<file path="src/rtl/core/sm4_pkg.sv">
// sm4 cipher package: payload types, register codes, constant tables and round functions
package sm4_pkg;

  typedef struct packed {
    logic [31:0] in_word0;
    logic [31:0] in_word1;
    logic [31:0] in_word2;
    logic [31:0] in_word3;
  } in_word_t;

  typedef struct packed {
    logic [31:0] out_word0;
    logic [31:0] out_word1;
    logic [31:0] out_word2;
    logic [31:0] out_word3;
  } out_word_t;

  localparam int unsigned CFG_IDX_W = 3;
  localparam int unsigned ROUNDS    = 32;
  localparam int unsigned RND_W     = $clog2(ROUNDS);

  localparam logic [CFG_IDX_W-1:0] REG_KEY_WORD0    = 3'd0;
  localparam logic [CFG_IDX_W-1:0] REG_KEY_WORD1    = 3'd1;
  localparam logic [CFG_IDX_W-1:0] REG_KEY_WORD2    = 3'd2;
  localparam logic [CFG_IDX_W-1:0] REG_KEY_WORD3    = 3'd3;
  localparam logic [CFG_IDX_W-1:0] REG_DECRYPT_MODE = 3'd4;

  localparam logic [31:0] FK [4] = '{32'ha3b1bac6, 32'h56aa3350, 32'h677d9197, 32'hb27022dc};

  localparam logic [7:0] SBOX [256] = '{
    8'hd6,8'h90,8'he9,8'hfe,8'hcc,8'he1,8'h3d,8'hb7,8'h16,8'hb6,8'h14,8'hc2,8'h28,8'hfb,8'h2c,8'h05,
    8'h2b,8'h67,8'h9a,8'h76,8'h2a,8'hbe,8'h04,8'hc3,8'haa,8'h44,8'h13,8'h26,8'h49,8'h86,8'h06,8'h99,
    8'h9c,8'h42,8'h50,8'hf4,8'h91,8'hef,8'h98,8'h7a,8'h33,8'h54,8'h0b,8'h43,8'hed,8'hcf,8'hac,8'h62,
    8'he4,8'hb3,8'h1c,8'ha9,8'hc9,8'h08,8'he8,8'h95,8'h80,8'hdf,8'h94,8'hfa,8'h75,8'h8f,8'h3f,8'ha6,
    8'h47,8'h07,8'ha7,8'hfc,8'hf3,8'h73,8'h17,8'hba,8'h83,8'h59,8'h3c,8'h19,8'he6,8'h85,8'h4f,8'ha8,
    8'h68,8'h6b,8'h81,8'hb2,8'h71,8'h64,8'hda,8'h8b,8'hf8,8'heb,8'h0f,8'h4b,8'h70,8'h56,8'h9d,8'h35,
    8'h1e,8'h24,8'h0e,8'h5e,8'h63,8'h58,8'hd1,8'ha2,8'h25,8'h22,8'h7c,8'h3b,8'h01,8'h21,8'h78,8'h87,
    8'hd4,8'h00,8'h46,8'h57,8'h9f,8'hd3,8'h27,8'h52,8'h4c,8'h36,8'h02,8'he7,8'ha0,8'hc4,8'hc8,8'h9e,
    8'hea,8'hbf,8'h8a,8'hd2,8'h40,8'hc7,8'h38,8'hb5,8'ha3,8'hf7,8'hf2,8'hce,8'hf9,8'h61,8'h15,8'ha1,
    8'he0,8'hae,8'h5d,8'ha4,8'h9b,8'h34,8'h1a,8'h55,8'had,8'h93,8'h32,8'h30,8'hf5,8'h8c,8'hb1,8'he3,
    8'h1d,8'hf6,8'he2,8'h2e,8'h82,8'h66,8'hca,8'h60,8'hc0,8'h29,8'h23,8'hab,8'h0d,8'h53,8'h4e,8'h6f,
    8'hd5,8'hdb,8'h37,8'h45,8'hde,8'hfd,8'h8e,8'h2f,8'h03,8'hff,8'h6a,8'h72,8'h6d,8'h6c,8'h5b,8'h51,
    8'h8d,8'h1b,8'haf,8'h92,8'hbb,8'hdd,8'hbc,8'h7f,8'h11,8'hd9,8'h5c,8'h41,8'h1f,8'h10,8'h5a,8'hd8,
    8'h0a,8'hc1,8'h31,8'h88,8'ha5,8'hcd,8'h7b,8'hbd,8'h2d,8'h74,8'hd0,8'h12,8'hb8,8'he5,8'hb4,8'hb0,
    8'h89,8'h69,8'h97,8'h4a,8'h0c,8'h96,8'h77,8'h7e,8'h65,8'hb9,8'hf1,8'h09,8'hc5,8'h6e,8'hc6,8'h84,
    8'h18,8'hf0,8'h7d,8'hec,8'h3a,8'hdc,8'h4d,8'h20,8'h79,8'hee,8'h5f,8'h3e,8'hd7,8'hcb,8'h39,8'h48
  };

  // byte-wise s-box over a word
  function automatic logic [31:0] tau(input logic [31:0] v);
    return {SBOX[v[31:24]], SBOX[v[23:16]], SBOX[v[15:8]], SBOX[v[7:0]]};
  endfunction

  // linear transform of the data rounds
  function automatic logic [31:0] l_data(input logic [31:0] b);
    return b ^ {b[29:0], b[31:30]} ^ {b[21:0], b[31:22]} ^
           {b[13:0], b[31:14]} ^ {b[7:0], b[31:8]};
  endfunction

  // linear transform of the key schedule
  function automatic logic [31:0] l_key(input logic [31:0] b);
    return b ^ {b[18:0], b[31:19]} ^ {b[8:0], b[31:9]};
  endfunction

  // ck byte j of round i is 7*(4i+j) mod 256
  function automatic logic [31:0] ck_word(input logic [RND_W-1:0] i);
    logic [31:0] w;
    logic [9:0]  p;
    w = '0;
    for (int j = 0; j < 4; j++) begin
      p = {3'b000, i, 2'(j)} * 10'd7;
      w = {w[23:0], p[7:0]};
    end
    return w;
  endfunction

endpackage

</file>
<file path="src/rtl/core/sm4_block_cipher_core.sv">
// sm4 block cipher core: iterative round engine with on-demand key schedule
//
//  channel  direction  handshake             word
//  in_      input      in_valid / in_stall   sm4_pkg::in_word_t, plaintext or ciphertext
//  out_     output     out_valid / out_stall sm4_pkg::out_word_t, result block
//  cfg_     input      cfg_valid / cfg_ready cfg_index, cfg_data (key words, decrypt mode)
//
// after an accept, a block runs 32 rounds through the single shared round unit, then the
// output register is loaded before the next accept.
// the first block after a key word write first runs 32 key schedule rounds through
// the same unit plus one round key store read before the data rounds.
// rst_n is synchronous; the round key store is not cleared, keys are rebuilt on demand.
// in_stall is high while a block is in flight; a held result only delays the output load.
module sm4_block_cipher_core (
  input  logic                           clk,
  input  logic                           rst_n,
  input  logic                           in_valid,
  output logic                           in_stall,
  input  sm4_pkg::in_word_t              in_data,
  output logic                           out_valid,
  input  logic                           out_stall,
  output sm4_pkg::out_word_t             out_data,
  input  logic                           cfg_valid,
  output logic                           cfg_ready,
  input  logic [sm4_pkg::CFG_IDX_W-1:0]  cfg_index,
  input  logic [31:0]                    cfg_data
);

  localparam logic [2:0] ST_IDLE  = 3'd0;
  localparam logic [2:0] ST_KEXP  = 3'd1;
  localparam logic [2:0] ST_PREP  = 3'd2;
  localparam logic [2:0] ST_ROUND = 3'd3;
  localparam logic [2:0] ST_OUT   = 3'd4;

  localparam logic [sm4_pkg::RND_W-1:0] LAST_RND = sm4_pkg::RND_W'(sm4_pkg::ROUNDS - 1);

  logic [2:0]                  state_r, state_nxt;
  logic [sm4_pkg::RND_W-1:0]   round_cnt_r, round_cnt_nxt;
  logic                        keys_ready_r, keys_ready_nxt;
  logic                        decrypt_r;
  logic [31:0]                 key_r [4];
  logic [31:0]                 work_r [4];
  sm4_pkg::in_word_t           blk_r;
  logic [31:0]                 rk_mem_r [sm4_pkg::ROUNDS];
  logic [31:0]                 rk_r;
  logic [sm4_pkg::RND_W-1:0]   rd_addr;
  logic [sm4_pkg::RND_W-1:0]   rd_round;
  logic                        out_valid_r;
  sm4_pkg::out_word_t          out_data_r;
  logic                        in_accept;
  logic                        out_free;
  logic                        key_sel;
  logic [31:0]                 mix;
  logic [31:0]                 sub;
  logic [31:0]                 new_word;

  assign in_stall  = (state_r != ST_IDLE);
  assign in_accept = in_valid && !in_stall;
  assign out_valid = out_valid_r;
  assign out_data  = out_data_r;
  assign cfg_ready = 1'b1;
  assign out_free  = !out_valid_r || !out_stall;

  // shared round unit, key schedule or data round
  assign key_sel  = (state_r == ST_KEXP);
  assign mix      = work_r[1] ^ work_r[2] ^ work_r[3] ^
                    (key_sel ? sm4_pkg::ck_word(round_cnt_r) : rk_r);
  assign sub      = sm4_pkg::tau(mix);
  assign new_word = work_r[0] ^ (key_sel ? sm4_pkg::l_key(sub) : sm4_pkg::l_data(sub));

  // round key prefetch: in a data round, fetch the key of the following round
  assign rd_round = (state_r == ST_ROUND) ? round_cnt_r + 1'b1 : '0;
  assign rd_addr  = decrypt_r ? ~rd_round : rd_round;

  always_comb begin
    state_nxt      = state_r;
    round_cnt_nxt  = round_cnt_r;
    keys_ready_nxt = keys_ready_r;
    unique case (state_r)
      ST_IDLE: begin
        if (in_accept) begin
          state_nxt = keys_ready_r ? ST_ROUND : ST_KEXP;
        end
      end
      ST_KEXP: begin
        round_cnt_nxt = round_cnt_r + 1'b1;
        if (round_cnt_r == LAST_RND) begin
          state_nxt      = ST_PREP;
          keys_ready_nxt = 1'b1;
        end
      end
      ST_PREP: begin
        state_nxt = ST_ROUND;
      end
      ST_ROUND: begin
        round_cnt_nxt = round_cnt_r + 1'b1;
        if (round_cnt_r == LAST_RND) begin
          state_nxt = ST_OUT;
        end
      end
      ST_OUT: begin
        if (out_free) begin
          state_nxt = ST_IDLE;
        end
      end
      default: begin
        state_nxt = ST_IDLE;
      end
    endcase
    // a new key word forces a fresh schedule
    if (cfg_valid && cfg_ready && cfg_index <= sm4_pkg::REG_KEY_WORD3) begin
      keys_ready_nxt = 1'b0;
    end
  end

  always_ff @(posedge clk) begin
    if (!rst_n) begin
      state_r      <= ST_IDLE;
      round_cnt_r  <= '0;
      keys_ready_r <= 1'b0;
      decrypt_r    <= 1'b0;
      out_valid_r  <= 1'b0;
      for (int i = 0; i < 4; i++) begin
        key_r[i]  <= '0;
        work_r[i] <= '0;
      end
    end else begin
      state_r      <= state_nxt;
      round_cnt_r  <= round_cnt_nxt;
      keys_ready_r <= keys_ready_nxt;
      if (cfg_valid && cfg_ready) begin
        unique case (cfg_index)
          sm4_pkg::REG_KEY_WORD0:    key_r[0]  <= cfg_data;
          sm4_pkg::REG_KEY_WORD1:    key_r[1]  <= cfg_data;
          sm4_pkg::REG_KEY_WORD2:    key_r[2]  <= cfg_data;
          sm4_pkg::REG_KEY_WORD3:    key_r[3]  <= cfg_data;
          sm4_pkg::REG_DECRYPT_MODE: decrypt_r <= cfg_data[0];
          default: ;
        endcase
      end
      if (out_valid_r && !out_stall) begin
        out_valid_r <= 1'b0;
      end
      if (state_r == ST_OUT && out_free) begin
        out_valid_r <= 1'b1;
      end
      unique case (state_r)
        ST_IDLE: begin
          if (in_accept) begin
            if (keys_ready_r) begin
              work_r[0] <= in_data.in_word0;
              work_r[1] <= in_data.in_word1;
              work_r[2] <= in_data.in_word2;
              work_r[3] <= in_data.in_word3;
            end else begin
              for (int i = 0; i < 4; i++) begin
                work_r[i] <= key_r[i] ^ sm4_pkg::FK[i];
              end
            end
          end
        end
        ST_PREP: begin
          work_r[0] <= blk_r.in_word0;
          work_r[1] <= blk_r.in_word1;
          work_r[2] <= blk_r.in_word2;
          work_r[3] <= blk_r.in_word3;
        end
        ST_KEXP, ST_ROUND: begin
          work_r[0] <= work_r[1];
          work_r[1] <= work_r[2];
          work_r[2] <= work_r[3];
          work_r[3] <= new_word;
        end
        default: ;
      endcase
    end
  end

  // payload registers
  always_ff @(posedge clk) begin
    if (in_accept) begin
      blk_r <= in_data;
    end
    if (state_r == ST_OUT && out_free) begin
      out_data_r.out_word0 <= work_r[3];
      out_data_r.out_word1 <= work_r[2];
      out_data_r.out_word2 <= work_r[1];
      out_data_r.out_word3 <= work_r[0];
    end
  end

  // round key store, one write and one registered read per cycle
  always_ff @(posedge clk) begin
    if (state_r == ST_KEXP) begin
      rk_mem_r[round_cnt_r] <= new_word;
    end
    rk_r <= rk_mem_r[rd_addr];
  end

  a_idle_cnt_zero: assert property (@(posedge clk) disable iff (!rst_n)
    state_r == ST_IDLE |-> round_cnt_r == '0)
    else $error("round counter not zero while idle");

  a_prep_keys: assert property (@(posedge clk) disable iff (!rst_n)
    state_r == ST_PREP |-> keys_ready_r)
    else $error("data rounds prepared without a finished key schedule");

  a_ready_skip: assert property (@(posedge clk) disable iff (!rst_n)
    (in_accept && keys_ready_r) |=> state_r == ST_ROUND)
    else $error("key schedule rerun with keys ready");

  a_out_rise: assert property (@(posedge clk) disable iff (!rst_n)
    $rose(out_valid_r) |-> $past(state_r == ST_OUT))
    else $error("result shown outside the output load");

  a_stale_keys: assert property (@(posedge clk) disable iff (!rst_n)
    (in_accept && !keys_ready_r) |=> state_r == ST_KEXP)
    else $error("block started on a stale key schedule");

endmodule

</file>
<file path="config.mk">
export PLATFORM = sky130hd
export DESIGN_NAME = sm4_block_cipher_core
export DESIGN_NICKNAME = d
export VERILOG_FILES = /design/src/rtl/core/sm4_pkg.sv /design/src/rtl/core/sm4_block_cipher_core.sv
export SDC_FILE = /design/constraint.sdc
export NUM_CORES = 2
export LEC_CHECK = 0
export BUFFER_PORTS_ARGS = -buffer_cell sky130_fd_sc_hd__buf_2
export CAP_MARGIN = 20
export CELL_PAD_IN_SITES_DETAIL_PLACEMENT = 1
export CELL_PAD_IN_SITES_GLOBAL_PLACEMENT = 1
export CORE_MARGIN = 10
export CORE_UTILIZATION = 53
export CTS_BUF_LIST = sky130_fd_sc_hd__clkbuf_2 sky130_fd_sc_hd__clkbuf_4 sky130_fd_sc_hd__clkbuf_8
export DETAILED_ROUTE_END_ITERATION = 6
export GPL_TIMING_DRIVEN = 0
export PLACE_DENSITY_LB_ADDON = 0.1
export SKIP_LAST_GASP = 1
export SYNTH_ARGS = -nofsm -noshare
export SYNTH_HDL_FRONTEND = slang
export SYNTH_SLANG_ARGS = --single-unit
</file>
<file path="constraint.sdc">
create_clock -name clk -period 18.83 [get_ports clk]
set_clock_uncertainty 0.05 [all_clocks]
set_input_delay 0 -clock clk [delete_from_list [all_inputs] [get_ports clk]]
set_output_delay 0 -clock clk [all_outputs]
set_load 0.005 [all_outputs]
</file>
==> summary.txt, run 1 <==
ys async rst share: 0%
number of CTS-inserted buffers: 223
synthesized cell area: 0.07763 mm²
clock sinks: 1579
Distinct cells, synth: 117
status: did not finish
maximum root-to-sink buffer count: 3
first-pass GRT wire length: 898300 µm
routability congestion estimate: 1.028
#FFs+latches synth: 1579
cell taking the most area after synthesis: edfxtp_1
Post-synth EDFFs: 1536
synth warn: 0
sequential fraction of the synthesis area: 60.53%
Mapped Cells: 5607
DPL Wire Length: 294300 µm
grt ovf: 994
cts repair resizes: 0
Initial Utilization: 53.33%
Post-CTS Hold Fix Bufs: 343
Avg Cell Area, Syn: 13.84 µm²
Error: [ERROR GRT-0116] Global routing finished with congestion. Check the congestion regions in the DRC Viewer.
Die Wd: 402.7 µm
Die Height: 402.7 µm
Fail Step: 5_1_grt
pin count of the biggest net entering global routing: 34
gr usage total: 79.41%
CTS root buf: clkbuf_8
post-CTS setup buffers: 0
predominant post-synthesis flop cell: edfxtp_1
PortBufs: 296
vias in the first global route: 91.68k
Max H-tree Level: 4
row count: 140
largest cells by area after synthesis: edfxtp_1 59%, mux4_2 9.7%, nand2_1 2.1%
Synth top area share: 59.42%
I/O pin cnt: 299
dpl cell area: 0.08394 mm²
Syn Nets: 5834
[synth_stat cells (20+ instances only)]
cell,instances
inv_1,38
a21oi_1,307
o221ai_1,36
ha_1,53
nor3_1,87
dfxtp_1,43
nand3_1,90
buf_4,22
o2111ai_1,22
o211ai_1,59
a21o_1,35
mux4_2,336
o31ai_1,39
xnor2_1,165
o21a_1,22
o311ai_0,28
xor2_1,104
o21ai_0,283
a22oi_1,43
a221o_1,29
a311oi_1,42
o22ai_1,44
nand2b_1,20
mux2i_1,82
clkbuf_1,273
a211o_1,21
and3_1,22
nand2_1,437
buf_2,117
and2_1,144
buf_1,49
a211oi_1,54
a31oi_1,56
mux2_2,51
o32ai_1,32
edfxtp_1,1536
nor2_1,368
a221oi_1,55
[per-layer routing]
metal | global-route usage (%) | GRT overflow
met5 | 50.12 | 19
met4 | 74.41 | 326
met3 | 71.17 | 121
met2 | 89.59 | 409
met1 | 80.61 | 119
[cells by family after synthesis]
family | count (synthesis) | share of synthesized area [%]
DFF | 1579 | 60.53
AOI/OAI and AO/OA | 1407 | 12.61
and+or+nand+nor | 1277 | 7.611
buffers and inverters | 512 | 2.863
muxes | 473 | 11.64
xor gates and xnor gates | 297 | 3.717
adders and majority gates | 61 | 1.035
other | 1 | 0.004831
[stage by stage]
| stage | hold WS [ns] | cells | worst slack (ns) |
|---|---|---|---|
| 4_1_cts | 0.002612 | 8678 | 9.432 |
| 3_5_place_dp | 0.1455 | 7926 | 9.711 |
| 3_3_place_gp | 0.1433 | 7820 | 3.411 |
| 2_1_floorplan | 0.04887 | 5607 | 9.842 |
==> run 2, diff against run 1 <==
CELL_PAD_IN_SITES_DETAIL_PLACEMENT = unset   (was 1)
CELL_PAD_IN_SITES_GLOBAL_PLACEMENT = unset   (was 1)
CORE_UTILIZATION = 38   (was 53)
CTS_BUF_LIST = unset   (was sky130_fd_sc_hd__clkbuf_2 sky130_fd_sc_hd__clkbuf_4 sky130_fd_sc_hd__clkbuf_8)
PLACE_DENSITY_LB_ADDON = 0.15   (was 0.1)
==> run 2 against run 1 <==
  * The flow now finishes, with violations (DRC)
  * Area after synthesis stayed put
  * Synthesized cell count is the same
==> summary.txt, run 2 <==
fmax: 108.7 MHz
grt met1 use: 45.54%
setup TNS: 0 ns
most frequent cells in the layout: 1536 x edfxtp_1, 435 x nand2_1, 416 x buf_2, 336 x mux4_2, 335 x nor2_1
routed len/inst: 40.54 µm
synthesized cell area: 0.07763 mm²
RSZ-0062 raised after global routing: no
Tcrit/Tclk final: 48.86%
GR Layer Usage met2: 49.53%
DRC: 5
DPL Wire Length: 276500 µm
Avg Cell Area, Syn: 13.84 µm²
Worst setup EP type: register
share of cells above drive strength 1: 20.74%
top cells by count, synth: 1536 x edfxtp_1, 437 x nand2_1, 368 x nor2_1
CP startpoint: state_r[0]
maximum root-to-sink buffer count: 3
final setup violation count: 0
Crit path max-delay family: buffers and inverters
synth warn: 0
Max H-tree Level: 4
status: finished with violations
Core Box Area: 0.2027 mm²
initial antenna violation count: 27
DR vias/cell: 6.534
Bufs and invs on worst path: 8
Setup CP Type: register to register
Fin. Hold Viols: 0
vias after detailed routing: 61.22k
Top reg by flops: rk_mem_r
gr usage total: 32.93%
Syn-to-layout area delta: 21.56%
# Max-Cap Violations: 0
Fin Hold WS: 0.05406 ns
Die Height: 472.0 µm
Initial DRC Count: 10.38k
arrival time at the worst endpoint: 9.64 ns
# fillers: 18.19k
layer with the highest usage: met2
CTS root buf: clkbuf_16
predominant post-synthesis flop cell: edfxtp_1
worst r2r src: state_r[0]
Initial Utilization: 38.29%
drt pass-1 iters: 7
vias in the first global route: 59.18k
violated checks: DRC
Post-synth EDFFs: 1536
commonest non-fill, non-tap cell in the layout: edfxtp_1
most used cell, CP: clkbuf_1
first-pass GRT wire length: 513500 µm
CP required: 19.27 ns
Distinct cells, synth: 117
largest cells by area after synthesis: edfxtp_1 59%, mux4_2 9.7%, nand2_1 2.1%
Clock Pin Slew Worst Setup and Hold Paths: 0.07 ns
post-route ant nets: 0
CP max-delay cell: clkbuf_1
cell with the most instances after synthesis: edfxtp_1
Hold WC Path Type: input pin to register
sequential fraction of the synthesis area: 60.53%
PortBufs: 296
I/O pin cnt: 299
ys async rst share: 0%
routability congestion estimate: 1.008
crit path time final: 9.200 ns
cts repair resizes: 0
crit path cell chain: nor3b_1, buf_2, buf_4, nor2_1, xnor2_1, clkbuf_1, clkbuf_1, ha_1, clkbuf_1, clkbuf_1, clkbuf_1, a222oi_1, o22ai_1, nor3_1, nor4_4, xnor2_1, xor2_1, xnor2_1, o21ai_0, buf_4, xor2_4
Synth top area share: 59.42%
row count: 165
hold path start: out_stall
#FFs+latches synth: 1579
CP startpoint kind: register
clock sinks: 1579
Slew HR: 10.10%
critical path's largest stage delay: 0.75 ns
die area: 0.2228 mm²
total wire length: 379800 µm
CTS tree: built
worst-path maximum fanout: 32
max reg flops: 1024
Nets: 6783
met3 GRT Util: 7.704%
number of CTS-inserted buffers: 165
grt ovf: 0
Mapped Cells: 5607
Syn Nets: 5834
Max Transition Viols Final: 0
pin count of the biggest net entering global routing: 34
pin slew with the least headroom to its limit: 1.336 ns
Worst-Skew Late Latency: 0.85 ns
Die Wd: 472.0 µm
cell taking the most area after synthesis: edfxtp_1
==> run 2: cell counts after synthesis <==
Identical to the previous run, type by type.
==> run 2: cell type report <==
type                    instances  area (µm²)  share of cell area [%]
well taps                    2672        3343                   3.543
repair buffers                782        7518                   7.967
multi-input cells            3516       29110                   30.84
plain buffers                 470        2064                   2.188
clock buffers                 203        4322                   4.580
inverters                      42       157.7                  0.1671
flip-flops and latches       1579       46990                   49.79
diodes                         15       37.54                 0.03978
clock inverters                90       832.0                  0.8817
==> run 2: per-stage QoR <==
| step | utilization [%] | instances | setup slack, ns | instance area, µm² |
|---|---|---|---|---|
| floorplan | - | 5607 | 9.842 | 77630 |
| global route | 46.54 | 9367 | 9.600 | 94360 |
| detailed placement | 42.30 | 8724 | 9.716 | 85760 |
| global placement | 40.67 | 8575 | 1.902 | 82450 |
| finish | 46.55 | 9369 | 9.630 | 94370 |
| CTS | 46.42 | 9336 | 9.674 | 94110 |
==> run 2: logic make-up after synthesis <==
kind of cell	synth area share [%]
buf+inv	2.863
compound gates	12.61
simple gates	7.611
other cells	0.004831
mux	11.64
flops	60.53
xor+xnor	3.717
fa+ha+maj	1.035
==> run 2: worst paths after layout <==
path,end,slack [ns],cells after the start
setup / recovery,rk_mem_r[25][24],9.63,21
hold / removal,out_valid,0.05,4
setup reg to reg,rk_mem_r[25][24],9.63,21
hold reg to reg,out_data[16],0.45,0
==> run 2: worst register-to-register path, stage by stage (launching register included) <==
cell and delay [ns]:
dfxtp_1 0.39, nor3b_1 0.19, buf_2 0.38, buf_4 0.38, nor2_1 0.18, xnor2_1 0.26, clkbuf_1 0.45, clkbuf_1 0.75
ha_1 0.32, clkbuf_1 0.56, clkbuf_1 0.63, clkbuf_1 0.74, a222oi_1 0.31, o22ai_1 0.35, nor3_1 0.13, nor4_4 0.64
xnor2_1 0.32, xor2_1 0.24, xnor2_1 0.36, o21ai_0 0.19, buf_4 0.25, xor2_4 0.75
==> run 2: timing repair <==
item | in CTS | in global routing
setup buffers | 0 | 0
hold buffers | 319 | 0
hold endpoints to repair | 529 | 0
==> run 2: metal layers <==
layer | up-vias | part of all wire (%)
met1 | 31838 | 41
met3 | 941 | 10
met5 | - | 0.0090
li1 | 24144 | -
met4 | 6 | 5.2
met2 | 4291 | 44
Power of run 2 is not shown: default switching activity piles up to over one toggle a cycle in this logic, so the estimate is an artifact.
